$ cat config.mk
export PLATFORM = sky130hd
export DESIGN_NAME = crc32_byte_stream_top
export DESIGN_NICKNAME = d
export VERILOG_FILES = /design/src/rtl/crcbs_pkg.sv /design/src/rtl/crcbs_in_stage.sv /design/src/rtl/crcbs_fold.sv /design/src/rtl/crcbs_out_stage.sv /design/src/rtl/crc32_byte_stream_top.sv
export SDC_FILE = /design/constraint.sdc
export NUM_CORES = 1
export LEC_CHECK = 0
export BUFFER_PORTS_ARGS = -buffer_cell sky130_fd_sc_hd__buf_4
export CORE_MARGIN = 4
export CORE_UTILIZATION = 30
export DETAILED_ROUTE_END_ITERATION = 7
export GPL_TIMING_DRIVEN = 0
export HOLD_SLACK_MARGIN = 0.08
export PLACE_DENSITY = 0.46
export SETUP_SLACK_MARGIN = 0.3
export SLEW_MARGIN = 40
export SYNTH_ARGS = -nofsm -noshare
export SYNTH_HDL_FRONTEND = slang
export SYNTH_SLANG_ARGS = --single-unit
$ cat constraint.sdc
create_clock -name clk_i -period 2.4 [get_ports clk_i]
set_input_delay 0.48 -clock clk_i [delete_from_list [all_inputs] [get_ports clk_i]]
set_output_delay 0.48 -clock clk_i [all_outputs]
set_load 0.005 [all_outputs]
$ cat src/rtl/crcbs_pkg.sv
// ----------------------------------------------------------------------------
// CRC-32 byte stream package
// Shared word type and the reflected CRC-32 byte fold.
// ----------------------------------------------------------------------------
package crcbs_pkg;

  // Reflected CRC-32 polynomial.
  localparam logic [31:0] CrcPoly = 32'hEDB88320;

  // One input word as it travels through the input register.
  typedef struct packed {
    logic [7:0] data_byte;
    logic       first_byte;
    logic       last_byte;
  } crcbs_item_t;

  // Fold one byte into the remainder, least significant bit first.
  // The eight shift and conditional XOR steps form a flat XOR network.
  function automatic logic [31:0] crc_fold_byte(input logic [31:0] rem,
                                                input logic [7:0]  data);
    logic [31:0] x;
    x = rem ^ {24'h000000, data};
    for (int k = 0; k < 8; k++) begin
      if (x[0]) begin
        x = (x >> 1) ^ CrcPoly;
      end else begin
        x = x >> 1;
      end
    end
    return x;
  endfunction

endpackage

$ cat src/rtl/crcbs_in_stage.sv
// ----------------------------------------------------------------------------
// CRC-32 byte stream input register
// Captures one input word per cycle unless stalled and holds it until the fold takes it.
// ----------------------------------------------------------------------------
module crcbs_in_stage (
  input  logic                  clk_i,
  input  logic                  rst_ni,
  input  logic                  in_valid_i,
  input  crcbs_pkg::crcbs_item_t in_item_i,
  input  logic                  advance_i,
  output logic                  in_stall_o,
  output logic                  valid_o,
  output crcbs_pkg::crcbs_item_t item_o
);
  import crcbs_pkg::*;

  logic        valid_q, valid_d;
  crcbs_item_t item_q;
  logic        load;

  // The register takes a new word when it is empty or draining this cycle.
  assign in_stall_o = valid_q & ~advance_i;
  assign load       = in_valid_i & ~in_stall_o;
  assign valid_d    = load | (valid_q & ~advance_i);

  always_ff @(posedge clk_i or negedge rst_ni) begin
    if (!rst_ni) begin
      valid_q <= 1'b0;
    end else begin
      valid_q <= valid_d;
    end
  end

  // Payload needs no reset.
  always_ff @(posedge clk_i) begin
    if (load) begin
      item_q <= in_item_i;
    end
  end

  assign valid_o = valid_q;
  assign item_o  = item_q;

endmodule

$ cat src/rtl/crcbs_fold.sv
// ----------------------------------------------------------------------------
// CRC-32 byte stream fold unit
// Holds the running remainder and folds one byte into it per cycle while words advance.
// ----------------------------------------------------------------------------
module crcbs_fold (
  input  logic                  clk_i,
  input  logic                  rst_ni,
  input  logic                  advance_i,
  input  crcbs_pkg::crcbs_item_t item_i,
  output logic [31:0]           crc_next_o
);
  import crcbs_pkg::*;

  logic [31:0] remainder_q, remainder_d;
  logic [31:0] start_rem;

  // A first byte restarts the remainder at zero before it is folded in.
  assign start_rem   = item_i.first_byte ? 32'h0000_0000 : remainder_q;
  assign crc_next_o  = crc_fold_byte(start_rem, item_i.data_byte);
  assign remainder_d = advance_i ? crc_next_o : remainder_q;

  always_ff @(posedge clk_i or negedge rst_ni) begin
    if (!rst_ni) begin
      remainder_q <= 32'h0000_0000;
    end else begin
      remainder_q <= remainder_d;
    end
  end

endmodule

$ cat src/rtl/crcbs_out_stage.sv
// ----------------------------------------------------------------------------
// CRC-32 byte stream result register
// Holds a finished CRC word until the downstream side takes it.
// ----------------------------------------------------------------------------
module crcbs_out_stage (
  input  logic        clk_i,
  input  logic        rst_ni,
  input  logic        load_i,
  input  logic [31:0] crc_i,
  input  logic        out_stall_i,
  output logic        free_o,
  output logic        out_valid_o,
  output logic [31:0] crc_value_o
);

  logic        valid_q, valid_d;
  logic [31:0] crc_q;

  // The register can take a word when it is empty or being read out.
  assign free_o  = ~valid_q | ~out_stall_i;
  assign valid_d = load_i | (valid_q & out_stall_i);

  always_ff @(posedge clk_i or negedge rst_ni) begin
    if (!rst_ni) begin
      valid_q <= 1'b0;
    end else begin
      valid_q <= valid_d;
    end
  end

  // Payload needs no reset.
  always_ff @(posedge clk_i) begin
    if (load_i) begin
      crc_q <= crc_i;
    end
  end

  assign out_valid_o = valid_q;
  assign crc_value_o = crc_q;

endmodule

$ cat src/rtl/crc32_byte_stream_top.sv
// A result word passes through the input register and then the result register
// after its last byte is accepted, and waits while the result register is not free.
// Throughput: one byte per cycle unless stalled; the byte fold is an XOR network.
// Input stalls only when a last byte waits behind a result that is not taken.
// Reset clears the running remainder to zero and empties both registers.
// ----------------------------------------------------------------------------
// CRC-32 byte stream top level
// Reflected CRC-32, zero start value, no final inversion, one byte per word.
// ----------------------------------------------------------------------------
module crc32_byte_stream_top (
  input  logic        clk_i,
  input  logic        rst_ni,
  input  logic        in_valid_i,
  output logic        in_stall_o,
  input  logic [7:0]  data_byte_i,
  input  logic        first_byte_i,
  input  logic        last_byte_i,
  output logic        out_valid_o,
  input  logic        out_stall_i,
  output logic [31:0] crc_value_o
);
  import crcbs_pkg::*;

  crcbs_item_t in_item;
  crcbs_item_t s1_item;
  logic        s1_valid;
  logic        s1_advance;
  logic        out_free;
  logic        out_load;
  logic [31:0] crc_next;

  assign in_item.data_byte  = data_byte_i;
  assign in_item.first_byte = first_byte_i;
  assign in_item.last_byte  = last_byte_i;

  // A held word moves on unless it is a last byte and the result is blocked.
  assign s1_advance = s1_valid & (~s1_item.last_byte | out_free);
  assign out_load   = s1_advance & s1_item.last_byte;

  crcbs_in_stage u_in_stage (
    .clk_i      (clk_i),
    .rst_ni     (rst_ni),
    .in_valid_i (in_valid_i),
    .in_item_i  (in_item),
    .advance_i  (s1_advance),
    .in_stall_o (in_stall_o),
    .valid_o    (s1_valid),
    .item_o     (s1_item)
  );

  crcbs_fold u_fold (
    .clk_i      (clk_i),
    .rst_ni     (rst_ni),
    .advance_i  (s1_advance),
    .item_i     (s1_item),
    .crc_next_o (crc_next)
  );

  crcbs_out_stage u_out_stage (
    .clk_i       (clk_i),
    .rst_ni      (rst_ni),
    .load_i      (out_load),
    .crc_i       (crc_next),
    .out_stall_i (out_stall_i),
    .free_o      (out_free),
    .out_valid_o (out_valid_o),
    .crc_value_o (crc_value_o)
  );

endmodule

After elaboration in Yosys (flattened, before gate mapping). Cells that the tools add are included.

Muxes and demuxes: 9. Bitwise operators: 23.

Operator list (number): $mux 32 (9); $not 13->14 (8); $xor 32x8->32 (1); $and 1x1->1 (5); $not 1->1 (5); $or 1x1->1 (4).

Register bits after elaboration: 76. Input bits: 14. Output and inout port bits: 34. Word-level logic and storage cells: 39.

Logic depth before layout (Yosys ltp).
Depth in word-level cells: 18. Gate-level depth with buffers: 7. Mapped depth without buffers: 6.

Hierarchy. Synthesis repeated with hierarchy kept, for this count alone.

Cell total of the unflattened synthesis: 267. Area, all modules: 3808.7 µm².

Modules (own cells, without submodules): crcbs_fold (times used 1, cells each 214, area an instance 2434.8 µm², sequential area each 800.8 µm²); crcbs_out_stage (times used 1, cells each 35, area an instance 997.2 µm², sequential area each 985.9 µm²); crcbs_in_stage (times used 1, cells each 15, area an instance 357.8 µm², sequential area each 325.3 µm²); crc32_byte_stream_top (times used 1, cells each 3, area an instance 18.8 µm², sequential area each 0.0 µm²).

Worst setup path after synthesis. OpenSTA, ideal clock, no wires.

Path kind: reg2reg. Start: register u_in_stage.item_q, in the netlist u_in_stage.item_o[2]. End: register u_fold.remainder_q[20]. Library setup time: 0.125 ns. Data arrival time: 2.128 ns. Required time: 2.275 ns. Path slack: 0.148 ns. Cell stages (with the launch flop): 7. Buffers on the path: 1. Period minus slack after synthesis: 2.252 ns. Cell sequence: edfxtp_1 -> buf_6 -> xor2_1 -> xnor2_4 -> xor3_2 -> xnor3_1 -> mux2_2.

Cells in the longest elaborated chain, start to end: 14.

Ends and longest elaborated chain: start: declaration (line crcbs_in_stage.sv:18) `crcbs_item_t item_q;`; start signal: assignment (line crcbs_in_stage.sv:37) `item_q <= in_item_i;`; $xor 32x8->32 * (line crcbs_pkg.sv:22) `x = rem ^ {24'h000000, data};`; $mux 32 * (line crcbs_pkg.sv:24) `if (x[0]) begin`; $not 13->14 (no source line); $mux 32 * (2 in a row) (line crcbs_pkg.sv:24); $not 13->14 (no source line); $mux 32 * (line crcbs_pkg.sv:24); $not 13->14 (no source line); $mux 32 * (2 in a row) (line crcbs_pkg.sv:24); $not 13->14 (no source line); $mux 32 * (line crcbs_pkg.sv:24); $not 13->14 (no source line); $mux 32 * (line crcbs_pkg.sv:24); named net crc_next[20] (line crc32_byte_stream_top.sv:30) `logic [31:0] crc_next;`; end signal: assignment (line crcbs_fold.sv:26) `remainder_q <= remainder_d;`; end: declaration (line crcbs_fold.sv:14) `logic [31:0] remainder_q, remainder_d;`.

Mark *: on every way through the listed nets, which the timed path passes. The rest lies on a longest branch. A chain may end at the register's enable or synchronous reset.

Final worst setup path.
Start: register u_in_stage.item_q, in the netlist u_in_stage.item_o[1]. End: register u_fold.remainder_q[23].

Cells in the longest elaborated chain, start to end: 16.

Ends and longest elaborated chain: $mux 32 * (line crcbs_fold.sv:18) `assign start_rem = item_i.first_byte ? 32'h0000_0000 : remainder_q;`; $xor 32x8->32 * (line crcbs_pkg.sv:22); $not 13->14 (no source line); $mux 32 * (line crcbs_pkg.sv:24); $not 13->14 (no source line); $mux 32 * (2 in a row) (line crcbs_pkg.sv:24); $not 13->14 (no source line); $mux 32 * (line crcbs_pkg.sv:24); $not 13->14 (no source line); $mux 32 * (2 in a row) (line crcbs_pkg.sv:24); $not 13->14 (no source line); $mux 32 * (line crcbs_pkg.sv:24); $not 13->14 (no source line); $mux 32 * (line crcbs_pkg.sv:24); named net crc_next[23] (line crc32_byte_stream_top.sv:30).

Marked as above.

==> metrics.md <==
| Metric | Value |
|---|---|
| Status | completed |
| Mux share of post-synthesis cell area | under 10% |
| Cell Int Power | 5.49 mW |
| Largest delay share family, worst path | XOR/XNOR gates |
| Post-synthesis xor/xnor area fraction | 25.4% |
| Register area | 2110 um2 |
| Number of antenna diodes | 0 |
| TNS Setup | 0 ns |
| R2R Setup Slk | approximately 0.27 ns |
| CP required | between 2 and 3 ns |
| Most used DFF post-synth | edfxtp_1 |
| Die Area | ~14,000 um2 |
| P&R area growth vs syn | 33.1% |
| Final Util | 40.8% |
| Top cell type's share of synthesized area | 34.3% |
| Crit path depth | 6 |
| Commonest non-fill, non-tap cell in the layout | buf_4 |
| Antenna Nets Post-Route | 0 |
| DR iter-0 viols | 68 |
| Simple-gate area share of the yosys netlist | 5.47% |
| Yosys top cell by area | edfxtp_1 |
| First-pass GRT wire length | 12,600 um |
| Share of cells above drive strength 1 | about 44% |
| Reg2Reg Depth | 6 |
| Buffers on Ports | between 40 and 50 |
| Critical path type | flip-flop to flip-flop |
| DR vias/cell | roughly 4.3 |
| Placed Cells | between 400 and 500 |
| Slew @ Worst Pin | 0.775 ns |
| Final Hold Vio Count | 0 |
| Total power draw | 8.19 mW |
| Lkg Pwr | 1.93 nW |
| Top cells by area, synth | edfxtp_1 34%, dfrtp_1 23%, xnor2_1 16%, mux2_2 9.8%, xor2_1 3.6% |
| Setup-failing EPs final | 0 |
| Largest net degree at the start of global routing | 35 |
| Syn Nets | 268 |
| Netlist cell types | 23 |
| Worst path cell trace | buf_4 > nor2_4 > xnor2_4 > xor3_2 > xnor3_2 > mux2_2 |
| CTS Buf Count | 9 |
| Share of power burned in registers | 30.0% |
| Design Area, Final | 4900 um2 |
| Largest family of logic cells by synthesized area | XOR/XNOR gates |
| Final Worst Setup Slack | 0.271 ns |
| WHS | 0.112 ns |
| Slew HR | 48.3% |
| Hpwl dp | 5400 um |
| Max clock buf depth | 2 |
| Root Driver | clkbuf_16 |
| Die Y | 119 um |
| Post-synthesis compound-gate area fraction | 0.204% |
| Max-slew violations | 0 |
| Fin crit period | 2.13 ns |
| Worst Hold Class | input port to asynchronous set/reset pin |
| Nets@finish | 344 |
| Crit-path max cell delay | 0.49 ns |
| WL per Instance | approximately 17 um |
| I/O pins | 48 |
| Critical path peak fanout | 6 |
| Die W | 119 um |
| Vias in the first global route | 2,170 |
| CTS Sinks | 76 |
| CP bufs+invs | 1 |
| Placed Area | 4270 um2 |
| Rows | 40 |
| Fillers | 1,161 |
| Multi-input gate area | roughly 1700 um2 |
| Pre-CTS setup slack | -0.143 ns |
| Final Cycle Share | 88.7% |
| Drt pass-1 iters | 4 |
| Post-Route WL | 8030 um |
| Number of flops mapped to enable cells by yosys | 42 |
| Starting Density | 30.6% |
| Via count | 2,063 |
| Comb pwr share | 52.5% |
| TritonCTS clock tree | yes |
| Total gr overflow | 0 |
| RSZ-0062 raised after global routing | true |
| PD cells | 1670 nW/um2 |
| Clk network pwr share | 17.5% |
| Flops & latches, synth | 76 |
| Syn avg cell area | between 10 and 15 um2 |
| Clock skew | 0.00416 ns |
| RePlAce Congestion | 0.705 |
| Most frequent cells in the layout | 63 x buf_4, 57 x xnor2_1, 42 x edfxtp_1 |
| Seq/Total Area, Yosys | 57.4% |
| CP startpoint kind | flip-flop |
| Max-cap viol count | 0 |
| DRC viols | 0 |
| Synthesis Warnings | 0 |
| Critical-path cell with the highest stage delay | xor3_2 |
| Mapped Area | 3680 um2 |
| Switch Pwr | 2.70 mW |
| Cells after Synth | 254 |
| Fmax | 470 MHz |
| Total GRT Usage | 12.0% |
| Clock slew at reported path FFs | 0.06 ns |
| Initial antenna violation count | 0 |
| Adder-cell area share of the yosys netlist | 0% |
| Count of non-filler cells in the finished layout | 482 |
| Switching Share | roughly 33% |
| Synth async-reset ratio | 44.7% |
| CP arrival | 2.35 ns |
| Core area | between 10,000 and 15,000 um2 |
| Max VDD drop | 0.000416 V |
| Clock latency on the worst-skew pair | 0.33 ns |
| CP endpoint kind | flip-flop |
| Number of H-tree levels | 3 |
[cells by family after synthesis]
family / count (synthesis)
simple gates: 40
mux: 32
flops: 76
buf+inv: 12
xor+xnor: 93
compound gates: 1
[metal layers]
layer / routed length (um) / up-vias / GRT usage, % / share of wire [%]
li1: - / 998 / - / -
met1: 3860 / 1017 / 16.1 / 48
met2: 3790 / 38 / 18.5 / 47
met3: 272 / 10 / 3.35 / 3.4
met4: 113 / 0 / 4.34 / 1.4
met5: 0 / - / 0 / 0
[cell type report]
type	count	share of cell area, %
multi-input cells	166	34.5
plain buffers	11	1.30
inverters	1	0.0766
repair buffers	65	10.6
flip-flops and latches	76	43.1
well taps	147	3.76
clock buffers	13	5.72
clock inverters	3	0.869
[Yosys cell counts (2+ instances only)]
library cell	number
buf_6	2
nor2b_1	13
nand2b_1	4
xnor2_2	3
buf_2	3
buf_1	3
nor2_1	18
edfxtp_1	42
xnor2_4	2
clkbuf_1	3
xor3_2	2
dfrtp_1	34
xnor2_1	69
mux2_2	32
xor2_1	15
xnor3_1	2
[final timing paths]
| path | start | to |
|---|---|---|
| min in group clk_i | data_byte_i[4] | u_in_stage.item_o[6]$_DFFE_PP_ |
| max reg2reg | u_in_stage.item_o[1]$_DFFE_PP_ | u_fold.remainder_q[23]$_DFFE_PN0N_ |
| max in group asynchronous | rst_ni | u_fold.remainder_q[5]$_DFFE_PN0N_ |
| min reg2reg | u_fold.remainder_q[8]$_DFFE_PN0N_ | u_fold.remainder_q[8]$_DFFE_PN0N_ |
| max | u_in_stage.item_o[1]$_DFFE_PP_ | u_fold.remainder_q[23]$_DFFE_PN0N_ |
| min | rst_ni | u_fold.remainder_q[16]$_DFFE_PN0N_ |
[sequential cells by signal, indices dropped and copies added (netlist names)]
register                 flops
u_out_stage.out_valid_o      1
u_in_stage.item_o           10
u_in_stage.valid_o           1
u_out_stage.crc_value_o     32
u_fold.remainder_q          32
[power by group through the flow]
stage	Clock, mW	Combinational (mW)	Sequential, mW
after floorplan	0	2.68	2.44
after global placement	0	3.68	2.46
after detailed placement	0	3.72	2.47
after CTS	1.48	4.13	2.45
after global routing	1.54	4.68	2.52
final	1.44	4.30	2.45
[timing repair]
| action | in CTS | in global routing |
|---|---|---|
| resized for setup | 13 | 13 |
| hold buffers | 0 | 0 |
| buffers inserted | 12 | 5 |
| pin swaps | 7 | 3 |
| gates cloned | 0 | 0 |
| endpoints found under the setup margin | 34 | 17 |
Power figures use the tool's default switching activity.
